===== src/sv/wmvm_pkg.sv =====
// ----------------------------------------------------------------------------
// Weight matrix vector multiply package
// Shared constants, configuration register indexes and the command and
// status types that join the controller to the datapath.
// ----------------------------------------------------------------------------
package wmvm_pkg;

  localparam int MAX_DIM    = 64;
  localparam int IDX_W      = $clog2(MAX_DIM);
  localparam int CNT_W      = IDX_W + 1;
  localparam int WADDR_W    = 2 * IDX_W;
  localparam int VALUE_W    = 16;
  localparam int PROD_W     = 2 * VALUE_W;
  localparam int ACC_W      = 38;
  localparam int CFG_IDX_W  = 2;
  localparam int CFG_DATA_W = 7;

  localparam logic [CFG_IDX_W-1:0] REG_NUM_ROWS = 2'd0;
  localparam logic [CFG_IDX_W-1:0] REG_NUM_COLS = 2'd1;

  localparam logic KIND_WEIGHT = 1'b0;
  localparam logic KIND_VECTOR = 1'b1;

  typedef struct packed {
    logic               wr_weight;
    logic               wr_vec;
    logic [IDX_W-1:0]   vec_waddr;
    logic               rd;
    logic               first;
    logic [WADDR_W-1:0] rd_waddr;
    logic [IDX_W-1:0]   rd_vaddr;
    logic               emit;
    logic               emit_err;
    logic               emit_last;
    logic [IDX_W-1:0]   emit_index;
  } cmd_t;

  typedef struct packed {
    logic out_free;
  } stat_t;

  function automatic logic [CNT_W-1:0] clamp_dim(input logic [CFG_DATA_W-1:0] d);
    logic [CNT_W-1:0] r;
    if (d == '0) begin
      r = CNT_W'(1);
    end else if (CNT_W'(d) > CNT_W'(MAX_DIM)) begin
      r = CNT_W'(MAX_DIM);
    end else begin
      r = CNT_W'(d);
    end
    return r;
  endfunction

endpackage


===== src/sv/wmvm_ctrl.sv =====
// ----------------------------------------------------------------------------
// Weight matrix vector multiply controller
// Holds the dimension registers and the element count, accepts items and
// sequences the row and column loops of the multiply-accumulate datapath.
// ----------------------------------------------------------------------------
module wmvm_ctrl (
  input  logic                                clk,
  input  logic                                rst_n,
  input  logic                                in_valid,
  output logic                                in_ready,
  input  logic                                in_kind,
  input  logic                                in_transpose,
  input  logic                                in_last,
  input  logic                                cfg_valid,
  output logic                                cfg_ready,
  input  logic [wmvm_pkg::CFG_IDX_W-1:0]      cfg_index,
  input  logic [wmvm_pkg::CFG_DATA_W-1:0]     cfg_data,
  input  wmvm_pkg::stat_t                     stat,
  output wmvm_pkg::cmd_t                      cmd
);

  typedef enum logic [2:0] {
    S_IDLE,
    S_RUN,
    S_DRAIN,
    S_EMIT,
    S_ERR
  } state_t;

  state_t                              state_r, state_nxt;
  logic [wmvm_pkg::IDX_W-1:0]          i_r, i_nxt;
  logic [wmvm_pkg::IDX_W-1:0]          j_r, j_nxt;
  logic [wmvm_pkg::CNT_W-1:0]          cnt_r, cnt_nxt;
  logic [wmvm_pkg::CNT_W-1:0]          nin_r, nin_nxt;
  logic [wmvm_pkg::CNT_W-1:0]          nout_r, nout_nxt;
  logic                                trans_r, trans_nxt;
  logic                                drain_r, drain_nxt;
  logic [wmvm_pkg::CFG_DATA_W-1:0]     rows_r, cols_r;

  logic                                in_acc;
  logic [wmvm_pkg::CNT_W-1:0]          cnt_inc;
  logic [wmvm_pkg::CNT_W-1:0]          rows_c, cols_c, nin_c, nout_c;
  logic                                j_end, i_end;

  assign in_ready  = (state_r == S_IDLE);
  assign cfg_ready = 1'b1;
  assign in_acc    = in_valid && in_ready;
  assign rows_c    = wmvm_pkg::clamp_dim(rows_r);
  assign cols_c    = wmvm_pkg::clamp_dim(cols_r);
  assign nin_c     = in_transpose ? rows_c : cols_c;
  assign nout_c    = in_transpose ? cols_c : rows_c;
  assign cnt_inc   = (cnt_r <= wmvm_pkg::CNT_W'(wmvm_pkg::MAX_DIM)) ?
                     cnt_r + wmvm_pkg::CNT_W'(1) : cnt_r;
  assign j_end     = ({1'b0, j_r} == nin_r - wmvm_pkg::CNT_W'(1));
  assign i_end     = ({1'b0, i_r} == nout_r - wmvm_pkg::CNT_W'(1));

  always_comb begin
    state_nxt = state_r;
    i_nxt     = i_r;
    j_nxt     = j_r;
    cnt_nxt   = cnt_r;
    nin_nxt   = nin_r;
    nout_nxt  = nout_r;
    trans_nxt = trans_r;
    drain_nxt = drain_r;
    cmd       = '0;
    cmd.vec_waddr  = cnt_r[wmvm_pkg::IDX_W-1:0];
    cmd.rd_waddr   = trans_r ? {j_r, i_r} : {i_r, j_r};
    cmd.rd_vaddr   = j_r;
    cmd.first      = (j_r == '0);
    cmd.emit_index = i_r;
    case (state_r)
      S_IDLE: begin
        if (in_acc) begin
          if (in_kind == wmvm_pkg::KIND_WEIGHT) begin
            cmd.wr_weight = 1'b1;
          end else begin
            cmd.wr_vec = (cnt_r < wmvm_pkg::CNT_W'(wmvm_pkg::MAX_DIM));
            cnt_nxt    = cnt_inc;
            if (in_last) begin
              cnt_nxt   = '0;
              nin_nxt   = nin_c;
              nout_nxt  = nout_c;
              trans_nxt = in_transpose;
              i_nxt     = '0;
              j_nxt     = '0;
              state_nxt = (cnt_inc != nin_c) ? S_ERR : S_RUN;
            end
          end
        end
      end
      S_RUN: begin
        cmd.rd = 1'b1;
        if (j_end) begin
          drain_nxt = 1'b0;
          state_nxt = S_DRAIN;
        end else begin
          j_nxt = j_r + wmvm_pkg::IDX_W'(1);
        end
      end
      S_DRAIN: begin
        drain_nxt = 1'b1;
        if (drain_r) begin
          state_nxt = S_EMIT;
        end
      end
      S_EMIT: begin
        if (stat.out_free) begin
          cmd.emit      = 1'b1;
          cmd.emit_last = i_end;
          j_nxt         = '0;
          if (i_end) begin
            state_nxt = S_IDLE;
          end else begin
            i_nxt     = i_r + wmvm_pkg::IDX_W'(1);
            state_nxt = S_RUN;
          end
        end
      end
      S_ERR: begin
        cmd.emit_index = '0;
        if (stat.out_free) begin
          cmd.emit      = 1'b1;
          cmd.emit_err  = 1'b1;
          cmd.emit_last = 1'b1;
          state_nxt     = S_IDLE;
        end
      end
      default: begin
        state_nxt = S_IDLE;
      end
    endcase
  end

  always_ff @(posedge clk) begin
    if (!rst_n) begin
      state_r <= S_IDLE;
      i_r     <= '0;
      j_r     <= '0;
      cnt_r   <= '0;
      nin_r   <= wmvm_pkg::CNT_W'(1);
      nout_r  <= wmvm_pkg::CNT_W'(1);
      trans_r <= 1'b0;
      drain_r <= 1'b0;
      rows_r  <= wmvm_pkg::CFG_DATA_W'(wmvm_pkg::MAX_DIM);
      cols_r  <= wmvm_pkg::CFG_DATA_W'(wmvm_pkg::MAX_DIM);
    end else begin
      state_r <= state_nxt;
      i_r     <= i_nxt;
      j_r     <= j_nxt;
      cnt_r   <= cnt_nxt;
      nin_r   <= nin_nxt;
      nout_r  <= nout_nxt;
      trans_r <= trans_nxt;
      drain_r <= drain_nxt;
      if (cfg_valid && cfg_ready) begin
        if (cfg_index == wmvm_pkg::REG_NUM_ROWS) begin
          rows_r <= cfg_data;
        end else if (cfg_index == wmvm_pkg::REG_NUM_COLS) begin
          cols_r <= cfg_data;
        end
      end
    end
  end

endmodule


===== config.mk =====
export PLATFORM = sky130hd
export DESIGN_NAME = wmvm_ctrl
export DESIGN_NICKNAME = d
export VERILOG_FILES = /design/src/sv/wmvm_pkg.sv /design/src/sv/wmvm_ctrl.sv
export SDC_FILE = /design/constraint.sdc
export NUM_CORES = 1
export LEC_CHECK = 0
export BUFFER_PORTS_ARGS = -buffer_cell sky130_fd_sc_hd__clkbuf_2
export CORE_UTILIZATION = 41
export CTS_CLUSTER_DIAMETER = 80
export DETAILED_ROUTE_END_ITERATION = 16
export GPL_ROUTABILITY_DRIVEN = 0
export HOLD_SLACK_MARGIN = 0.15
export RECOVER_POWER = 100
export SYNTH_ARGS = -nofsm -noshare
export SYNTH_HDL_FRONTEND = slang
export SYNTH_SLANG_ARGS = --single-unit
export TNS_END_PERCENT = 50

===== constraint.sdc =====
create_clock -name clk -period 2.4 [get_ports clk]
set_input_delay 0.6 -clock clk [delete_from_list [all_inputs] [get_ports clk]]
set_output_delay 0.6 -clock clk [all_outputs]
set_load 0.01 [all_outputs]

==> impl_metrics.py, run 1 <==
metrics = {
    "run_status": {
        "status": "finished with violations",
        "violations": "setup timing",
    },
    "logic_synthesis": {
        "synth_cell_types": 74,
        "ys_seq_elements": 52,
        "syn_area_um2": 3360,
        "yosysSeqAreaShare_pct": 31.0,
        "synth_top_area_share_pct": 31.0,
        "synth_area_per_cell_um2": 8.32,
        "synthCells": 404,
        "syn-num-nets": 428,
        "ys_async_sr_fraction_pct": 0,
        "synth_area_leaders": "dfxtp_1 (31%), nor2_1 (5.8%), mux2i_1 (4.8%), xnor2_1 (4.2%), nand2_1 (3.1%)",
        "synth_edf_count": 0,
        "yosysTopAreaCell": "dfxtp_1",
        "synth_warnings": 0,
        "synth_ff_type": "dfxtp_1",
    },
    "floorplanning": {
        "ios": 56,
        "dieHeight_um": 92.6,
        "num_rows": 32,
        "start_util_pct": 42.9,
        "die_area_um2": 8570,
        "core-area_um2": 7850,
        "die_x_um": 92.6,
    },
    "grt": {
        "grt_max_degree": 22,
        "use_met2_pct": 32.7,
        "met3_usage_pct": 3.94,
        "grt_pass1_wl_um": 13600,
        "antenna_found_initial": 0,
        "grt_pass1_vias": 2742,
        "busiest_layer": "met2",
        "met1_usage_pct": 27.8,
        "gr-total-overflow": 0,
        "grt_use_total_pct": 19.9,
    },
    "clock_network": {
        "clock_tree.root_cell": "clkbuf_8",
        "clock_path_buffers": 2,
        "path_clk_slew_ns": 0.10,
        "cts_made_buffers": 5,
        "clkLatencyLatePin_ns": 0.31,
        "cts_hold_buf": 0,
        "cts_tree": "yes",
        "cts.sinks": 52,
        "cts_htree_levels": 2,
    },
    "placement": {
        "place_area_um2": 3770,
        "place_hpwl_um": 6360,
        "place_ws_ns": 0.00627,
        "io_buffers": 54,
    },
    "route": {
        "drc": 0,
        "dr.pass1.iters": 4,
        "avgViaCountPerCell": 5.45,
        "ant_nets": 0,
        "wl_um": 8230,
        "wl_per_cell_um": 14.6,
        "drtIter0Drc": 120,
        "vias": 3072,
    },
    "timing": {
        "holdWs_ns": 0.501,
        "drv_slew": 0,
        "rsz0062_at_grt": "true",
        "worst_pin_slew_ns": 0.997,
        "fin_crit_sh_pct": 110,
        "max-slew-margin-rel_pct": 33.5,
        "setup_violations": 5,
        "min_period_ns": 2.63,
        "fmax_mhz": 380,
        "hold_viol_final": 0,
        "skew_ns": 0.00663,
        "setup_slack_ns": -0.234,
    },
    "worst_setup_path": {
        "critPathLaunchType": "flop",
        "crit_fanout": 3,
        "arrival_ns": 2.03,
        "required_ns": 1.80,
        "worst-setup-path-type": "reg -> out",
        "end_kind": "output pin",
    },
    "final_layout": {
        "diodes": 0,
        "layout-area-overhead-vs-synth_pct": 13.7,
        "post-route-util_pct": 48.7,
        "drive_gt1_share_pct": 18.8,
        "final_cell_mix": "nor2_1 (52), dfxtp_1 (51), clkbuf_2 (31)",
        "final_common_cell": "nor2_1",
        "fillers": 831,
        "final_cell_area_um2": 3820,
        "nNetsFinal": 485,
    },
    "power": {
        "power.density_nw_per_um2": 441,
        "peakVddDrop_uv": 209,
        "p_leak_nw": 1.50,
    },
    "hold_path": {
        "hold_class": "reg -> reg",
    },
    "run": {
        "drv_cap": 0,
    },
}
[per-layer routing]
layer | vias to the layer above | part of all wire [%]
met5 | - | 0
met1 | 1444 | 49
li1 | 1554 | -
met4 | 0 | 0.30
met2 | 72 | 45
met3 | 2 | 5.1
[worst max-delay path, cell delays in order, from the launching register on]
cell and delay [ns]:
dfxtp_2 0.34, or3_4 0.38, or4_4 0.43, a211oi_2 0.22, o21ai_2 0.11, a21boi_2 0.12, buf_2 0.13
[cell usage after synthesis, drive strengths merged, types with 9 or more instances]
master   n
dfxtp   52
nor2    52
nand2   28
o21ai   23
a21oi   20
inv     19
buf     18
mux2i   16
xnor2   16
nor3    13
clkbuf   9
nand3    9
[cell type report]
type | instances | area (um2) | area share [%]
Clock inverter | 3 | 22.5 | 0.589
Sequential cell | 52 | 1040 | 27.3
Inverter | 20 | 75.1 | 1.96
Multi-Input combinational cell | 305 | 2080 | 54.5
Tap cell | 102 | 128 | 3.34
Clock buffer | 5 | 68.8 | 1.80
Timing Repair Buffer | 77 | 404 | 10.6
[report_power, final]
| group | leakage (nW) | switching [mW] | internal [mW] |
|---|---|---|---|
| clock | 0.0485 | 0.325 | 0.210 |
| combinational | 1.03 | 0.129 | 0.109 |
| sequential | 0.421 | 0.0283 | 0.883 |
[kinds of logic (layout without fill, tap and decap cells)]
group,Yosys count,after routing,synth area share [%]
muxes,24,24,7.44
adders and majority gates,7,7,2.60
buffers and inverters,47,105,6.66
and+or+nand+nor,157,157,26.2
other,1,1,0.112
DFF,52,52,31.0
AOI/OAI and AO/OA,90,90,18.0
xor gates and xnor gates,26,26,8.11
[stage by stage]
step	power [mW]	TNS (ns)	instances
after floorplan	1.08	0	404
final	1.68	-0.753	564
after global routing	1.77	-2.07	564
after global placement	1.15	0	554
after detailed placement	1.16	0	554
after CTS	1.70	-0.270	564
[state kept, by name, summed over array words and instances, names as in the netlist]
signal   cells
cnt_r        7
cols_r       7
nin_r        7
nout_r       7
rows_r       7
i_r          6
j_r          6
state_r      3
drain_r      1
trans_r      1
[worst paths after layout]
path | start | to | slack, ns | cells after the start
hold / removal | drain_r$_SDFFE_PN0P_ | drain_r$_SDFFE_PN0P_ | 0.50 | 2
setup reg to reg | state_r[1]$_SDFFE_PN0P_ | nout_r[5]$_SDFFE_PN0P_ | -0.15 | 7
hold reg to reg | drain_r$_SDFFE_PN0P_ | drain_r$_SDFFE_PN0P_ | 0.50 | 2
setup / recovery | nout_r[0]$_SDFFE_PN1P_ | cmd[6] | -0.23 | 6
[what timing repair did]
action	CTS	global route
buffers inserted	2	0
setup endpoints to repair	1	1
pin swaps	2	0
hold endpoints to repair	0	0
cloned	0	0
resized for setup	3	3
Power figures use the tool's default switching activity.
==> inputs of run 2 (changes only) <==
--- a/config.mk
+++ b/config.mk
@@ -6,11 +6,15 @@
 export NUM_CORES = 1
 export LEC_CHECK = 0
 export BUFFER_PORTS_ARGS = -buffer_cell sky130_fd_sc_hd__clkbuf_2
-export CORE_UTILIZATION = 41
+export CELL_PAD_IN_SITES_DETAIL_PLACEMENT = 1
+export CELL_PAD_IN_SITES_GLOBAL_PLACEMENT = 2
+export CORE_UTILIZATION = 34
 export CTS_CLUSTER_DIAMETER = 80
 export DETAILED_ROUTE_END_ITERATION = 16
 export GPL_ROUTABILITY_DRIVEN = 0
+export GPL_TIMING_DRIVEN = 0
 export HOLD_SLACK_MARGIN = 0.15
+export PLACE_DENSITY_LB_ADDON = 0.1
 export RECOVER_POWER = 100
 export SYNTH_ARGS = -nofsm -noshare
 export SYNTH_HDL_FRONTEND = slang
==> run 2 against run 1 <==
Against the previous run:
- the run still ends with setup timing left
- sequential cell count unchanged
- register-to-register slack better by 0.32 ns
- total power is 2.4% lower
- final area up 1.4%
- sequential power about the same
- critical endpoint unchanged
- utilization decreased by 7.5 points
- final cell count is 5.3% higher
- combinational power is essentially flat
- non-clock buffer count grew 4
- critical path depth unchanged
- sequential share of layout area fell by 0.29 points
- clock skew grew 0.00075 ns
==> impl_metrics.py, run 2 (synthesis gave the netlist of run 1 again) <==
metrics = {
    "timing": {
        "fin_crit_sh_pct": 112,
        "rsz0062_at_grt": "true",
        "fmax_mhz": 371,
        "hold_viol_final": 0,
        "setup_violations": 2,
        "drv_slew": 0,
        "max-slew-margin-rel_pct": 57.5,
        "worst_pin_slew_ns": 0.631,
        "setup_slack_ns": -0.293,
        "skew_ns": 0.00739,
        "min_period_ns": 2.69,
        "holdWs_ns": 0.501,
    },
    "worst_setup_path": {
        "crit_fanout": 4,
        "crit_family": "simple AND/OR/NAND/NOR gates",
        "arrival_ns": 2.09,
        "worst_path_largest_cell_delay_ns": 0.45,
        "required_ns": 1.80,
        "critPathLaunchType": "flop",
        "end_kind": "output pin",
        "crit_slowest_cell": "or4_4",
        "worst-setup-path-type": "reg -> out",
        "worstPathBufferInverterCount": 1,
        "worstPathCellList": "or3_4 > or4_4 > a211oi_4 > o21ai_2 > a21boi_1 > buf_2",
    },
    "floorplanning": {
        "start_util_pct": 35.7,
        "dieHeight_um": 101,
        "die_x_um": 101,
        "ios": 56,
        "num_rows": 35,
        "die_area_um2": 10300,
        "core-area_um2": 9420,
    },
    "run_status": {
        "status": "finished with violations",
        "violations": "setup timing",
    },
    "route": {
        "avgViaCountPerCell": 5.31,
        "drtIter0Drc": 79,
        "vias": 3157,
        "wl_um": 9470,
        "wl_per_cell_um": 15.9,
        "ant_nets": 0,
        "drc": 0,
        "dr.pass1.iters": 4,
    },
    "grt": {
        "grt_max_degree": 15,
        "grt_use_total_pct": 19.9,
        "grt_pass1_vias": 3159,
        "antenna_found_initial": 0,
        "gr-total-overflow": 0,
        "grt_pass1_wl_um": 16000,
    },
    "clock_network": {
        "cts_htree_levels": 2,
        "clkLatencyLatePin_ns": 0.30,
        "path_clk_slew_ns": 0.10,
        "clock_tree.root_cell": "clkbuf_8",
        "clock_path_buffers": 2,
        "cts_hold_buf": 0,
        "cts_tree": "yes",
        "cts.sinks": 52,
        "cts_made_buffers": 5,
    },
    "power": {
        "p_leak_nw": 1.52,
        "p_sw_uw": 459,
        "power.density_nw_per_um2": 424,
        "clockPowerShare_pct": 30.2,
        "p_int_mw": 1.18,
        "swShare_pct": 27.9,
        "power_frac_seq_pct": 55.2,
        "peakVddDrop_uv": 259,
        "p_comb_share_pct": 14.6,
    },
    "run": {
        "drv_cap": 0,
    },
    "hold_path": {
        "hold_class": "reg -> reg",
    },
    "final_layout": {
        "final_common_cell": "nor2_1",
        "diodes": 0,
        "fillers": 1170,
        "final_cell_area_um2": 3880,
        "nNetsFinal": 489,
        "layout-area-overhead-vs-synth_pct": 15.3,
        "final_cell_mix": "nor2_1 (52), dfxtp_1 (50), clkbuf_2 (36)",
        "drive_gt1_share_pct": 19.6,
    },
    "placement": {
        "io_buffers": 53,
        "place_hpwl_um": 7390,
        "place_area_um2": 3790,
    },
}
-- run 2: changes by cell type in the layout (fill, tap and decap cells not counted), sizes merged --
cell and change:
buf -8, clkbuf +13, clkinv -1, inv -1
-- run 2: layout make-up --
type / instances / area [um2] / area share (%)
Buffer: 26 / 145 / 3.74
Tap cell: 129 / 161 / 4.16
Timing Repair Buffer: 55 / 259 / 6.68
Multi-Input combinational cell: 305 / 2110 / 54.5
Clock buffer: 6 / 72.6 / 1.87
Inverter: 20 / 75.1 / 1.94
Clock inverter: 1 / 5.00 / 0.129
Sequential cell: 52 / 1050 / 27.0
-- run 2: power groups by stage --
stage	combinational (mW)	clock, mW	sequential [mW]
finish	0.239	0.496	0.908
global route	0.269	0.555	0.912
CTS	0.243	0.513	0.907
detailed placement	0.231	0	0.927
global placement	0.225	0	0.926
floorplan	0.165	0	0.919
-- run 2: worst min-delay path: cells and delay by family (launching register included) --
family,cells,cell delay (ns)
AO/OA/AOI/OAI,2,0.13
flip-flops,1,0.33
-- run 2: layer usage --
metal | vias up | GRT usage [%] | routed length (um)
li1 | 1568 | - | -
met1 | 1519 | 26.5 | 4630
met2 | 63 | 34.2 | 4440
met3 | 7 | 2.42 | 267
met4 | 0 | 4.91 | 125
met5 | - | 0 | 0
-- run 2: repair_timing --
item,CTS,global route
pin swaps,3,0
setup endpoints to repair,2,9
resized for setup,5,6
setup buffers,2,0
-- run 2: metrics by stage --
step / power [mW] / setup slack (ns) / utilization (%) / setup TNS, ns / instances
4_1_cts: 1.66 / -0.343 / 41.4 / -0.343 / 595
2_1_floorplan: 1.08 / 0.0933 / - / 0 / 404
3_5_place_dp: 1.16 / -0.161 / 40.3 / -0.226 / 586
5_1_grt: 1.74 / -0.392 / 41.2 / -0.720 / 594
3_3_place_gp: 1.15 / -0.123 / 40.3 / -0.190 / 586
6_report: 1.64 / -0.293 / 41.2 / -0.439 / 594
-- run 2: path summary, 6_finish.rpt --
check	startpoint	endpoint	slack [ns]	cells after the start
worst max-delay path	nout_r[0]$_SDFFE_PN1P_	cmd[6]	-0.29	6
worst min-delay path	drain_r$_SDFFE_PN0P_	drain_r$_SDFFE_PN0P_	0.50	2
worst min register to register	drain_r$_SDFFE_PN0P_	drain_r$_SDFFE_PN0P_	0.50	2
worst max register to register	cnt_r[0]$_SDFFE_PN0P_	state_r[2]$_SDFFE_PN0P_	0.17	8
==> inputs of run 3 (changes only) <==
--- a/config.mk
+++ b/config.mk
@@ -16,6 +16,7 @@
 export HOLD_SLACK_MARGIN = 0.15
 export PLACE_DENSITY_LB_ADDON = 0.1
 export RECOVER_POWER = 100
+export REMOVE_ABC_BUFFERS = 1
 export SYNTH_ARGS = -nofsm -noshare
 export SYNTH_HDL_FRONTEND = slang
 export SYNTH_SLANG_ARGS = --single-unit
==> run 3 against run 2 <==
Against the previous run:
- the run still ends with setup timing left
- sequential cell count stayed put
- hold slack better by 0.015 ns
- sequential share of layout area increased by 0.52 points
- total power increased by 15%
- clock power rose by 51%
- final cell count shrank 3.7%
- utilization shrank 0.93 points
- combinational power is 7% lower
- count of clock-buffer cells in the layout is 1 lower
- critical path type unchanged
- largest cell class unchanged
- largest power group unchanged
- highest routed layer unchanged
==> impl_metrics.py, run 3 (synthesis gave the netlist of run 1 again) <==
metrics = {
    "route": {
        "wl_um": 9100,
        "drtIter0Drc": 81,
        "drc": 0,
        "vias": 3040,
        "dr.pass1.iters": 4,
        "ant_nets": 0,
        "avgViaCountPerCell": 5.31,
        "wl_per_cell_um": 15.9,
    },
    "worst_setup_path": {
        "critPathLaunchType": "flop",
        "crit_fanout": 3,
        "end_kind": "output pin",
        "rrSetupSlack_ns": 0.22,
        "reg2reg_from": "cnt_r[0]$_SDFFE_PN0P_",
        "arrival_ns": 2.11,
        "worst-setup-path-type": "reg -> out",
        "worst_path_largest_cell_delay_ns": 0.44,
        "worst_r2r_path_depth": 8,
        "r2r-end": "state_r[0]$_SDFFE_PN0P_",
        "required_ns": 1.80,
        "crit_slowest_cell": "or4_4",
        "worstPathCellList": "or3_4 > or4_4 > a211oi_2 > o21ai_2 > a21boi_1 > buf_2",
    },
    "power": {
        "p_comb_share_pct": 11.8,
        "clockPowerShare_pct": 39.8,
        "p_int_mw": 1.40,
        "swShare_pct": 25.8,
        "power.density_nw_per_um2": 497,
        "p_sw_uw": 487,
        "p_leak_nw": 1.40,
        "peakVddDrop_uv": 309,
        "total_power_mw": 1.89,
        "power_frac_seq_pct": 48.4,
    },
    "run": {
        "drv_cap": 0,
    },
    "final_layout": {
        "nNetsFinal": 466,
        "drive_gt1_share_pct": 14.2,
        "final_common_cell": "nor2_1",
        "fillers": 1151,
        "multi_input_area_um2": 2110,
        "seq_area_um2": 1040,
        "layout-area-overhead-vs-synth_pct": 12.7,
        "diodes": 0,
        "final_cell_mix": "nor2_1 (52), dfxtp_1 (51), clkbuf_1 (35)",
    },
    "clock_network": {
        "cts_tree": "yes",
        "cts_htree_levels": 2,
        "cts_made_buffers": 5,
        "path_clk_slew_ns": 0.11,
        "clock_path_buffers": 2,
        "clkLatencyLatePin_ns": 0.32,
        "cts_hold_buf": 0,
        "cts.sinks": 52,
        "clock_tree.root_cell": "clkbuf_8",
    },
    "grt": {
        "grt_max_degree": 36,
        "grt_pass1_wl_um": 15000,
        "antenna_found_initial": 0,
        "grt_use_total_pct": 18.6,
        "gr-total-overflow": 0,
        "grt_pass1_vias": 2903,
    },
    "floorplanning": {
        "die_x_um": 101,
        "start_util_pct": 35.7,
        "num_rows": 35,
        "die_area_um2": 10300,
        "core-area_um2": 9420,
        "ios": 56,
        "dieHeight_um": 101,
    },
    "hold_path": {
        "min_to": "cols_r[6]$_SDFFE_PN1P_",
        "hold_path_depth": 3,
        "hold_class": "in -> reg",
        "min_from": "cfg_data[6]",
    },
    "run_status": {
        "status": "finished with violations",
        "violations": "setup timing",
    },
    "placement": {
        "io_buffers": 54,
        "place_hpwl_um": 6990,
    },
    "timing": {
        "hold_viol_final": 0,
        "tns_ns": -0.311,
        "worst_pin_slew_ns": 1.46,
        "fmax_mhz": 369,
        "min_period_ns": 2.71,
        "setup_slack_ns": -0.311,
        "drv_slew": 0,
        "fin_crit_sh_pct": 113,
        "skew_ns": 0.0189,
        "setup_violations": 1,
        "max-slew-margin-rel_pct": 2.59,
        "rsz0062_at_grt": "true",
        "holdWs_ns": 0.516,
    },
}
-- run 3: cell count changes in the layout (fill, tap and decap cells not counted), moves of 2 or more --
cell       before  now
buf_4           4    2
clkbuf_1       27   35
buf_2           8    1
clkbuf_2       36   18
bufinv_16       0    2
clkbuf_4        6    2
-- run 3: worst max-delay path, delay by kind of cell (launching register included) --
kind | cells | cell delay, ns
buffers and inverters | 1 | 0.15
AND/OR/NAND/NOR | 2 | 0.84
flip-flops | 1 | 0.34
AO/OA/AOI/OAI | 3 | 0.46
-- run 3: how the worst max path moves through the flow --
stage / start / end / slack, ns / depth (start not counted)
2_1_floorplan: nout_r[0]$_SDFFE_PN1P_ / cmd[6] / 0.09 / 5
3_3_place_gp: in_transpose / state_r[2]$_SDFFE_PN0P_ / -0.17 / 7
3_5_place_dp: in_transpose / state_r[2]$_SDFFE_PN0P_ / -0.21 / 7
4_1_cts: nout_r[0]$_SDFFE_PN1P_ / cmd[6] / -0.37 / 6
5_1_grt: nout_r[0]$_SDFFE_PN1P_ / cmd[6] / -0.40 / 6
6_report: nout_r[0]$_SDFFE_PN1P_ / cmd[6] / -0.31 / 6
-- run 3: area by class of cell --
type	count	area share, %
tap	129	4.26
sequential	52	27.5
clock buffer	5	1.82
clock inverter	3	1.82
inverter	20	2.08
multi-input combinational	305	55.8
timing repair buffer	58	6.77
-- run 3: timing repair --
| item | CTS | global route |
|---|---|---|
| endpoints found under the setup margin | 2 | 4 |
| pin swaps | 2 | 1 |
| gates resized for setup | 4 | 4 |
| setup buffers | 2 | 2 |
| hold endpoints to repair | 0 | 0 |
-- run 3: power groups by stage --
stage	logic, mW	clock network [mW]	registers [mW]
floorplan	0.144	0	0.924
global placement	0.208	0	0.932
detailed placement	0.212	0	0.933
CTS	0.225	0.760	0.913
global route	0.250	0.798	0.917
finish	0.223	0.750	0.912
-- run 3: layer usage --
metal	share of wire (%)	track usage [%]	vias up	routed length (um)
li1	-	-	1523	-
met1	49	24.1	1456	4420
met2	47	32.5	56	4280
met3	3.6	2.97	5	326
met4	0.81	4.01	0	74
met5	0	0	-	0
-- run 3: through the flow --
stage	cells	area [um2]	utilization [%]	setup slack (ns)
6_report	572	3790	40.3	-0.311
5_1_grt	572	3790	40.3	-0.403
4_1_cts	570	3810	40.5	-0.365
3_5_place_dp	560	3650	38.7	-0.209
3_3_place_gp	560	3650	38.7	-0.170
2_1_floorplan	377	3210	-	0.0933
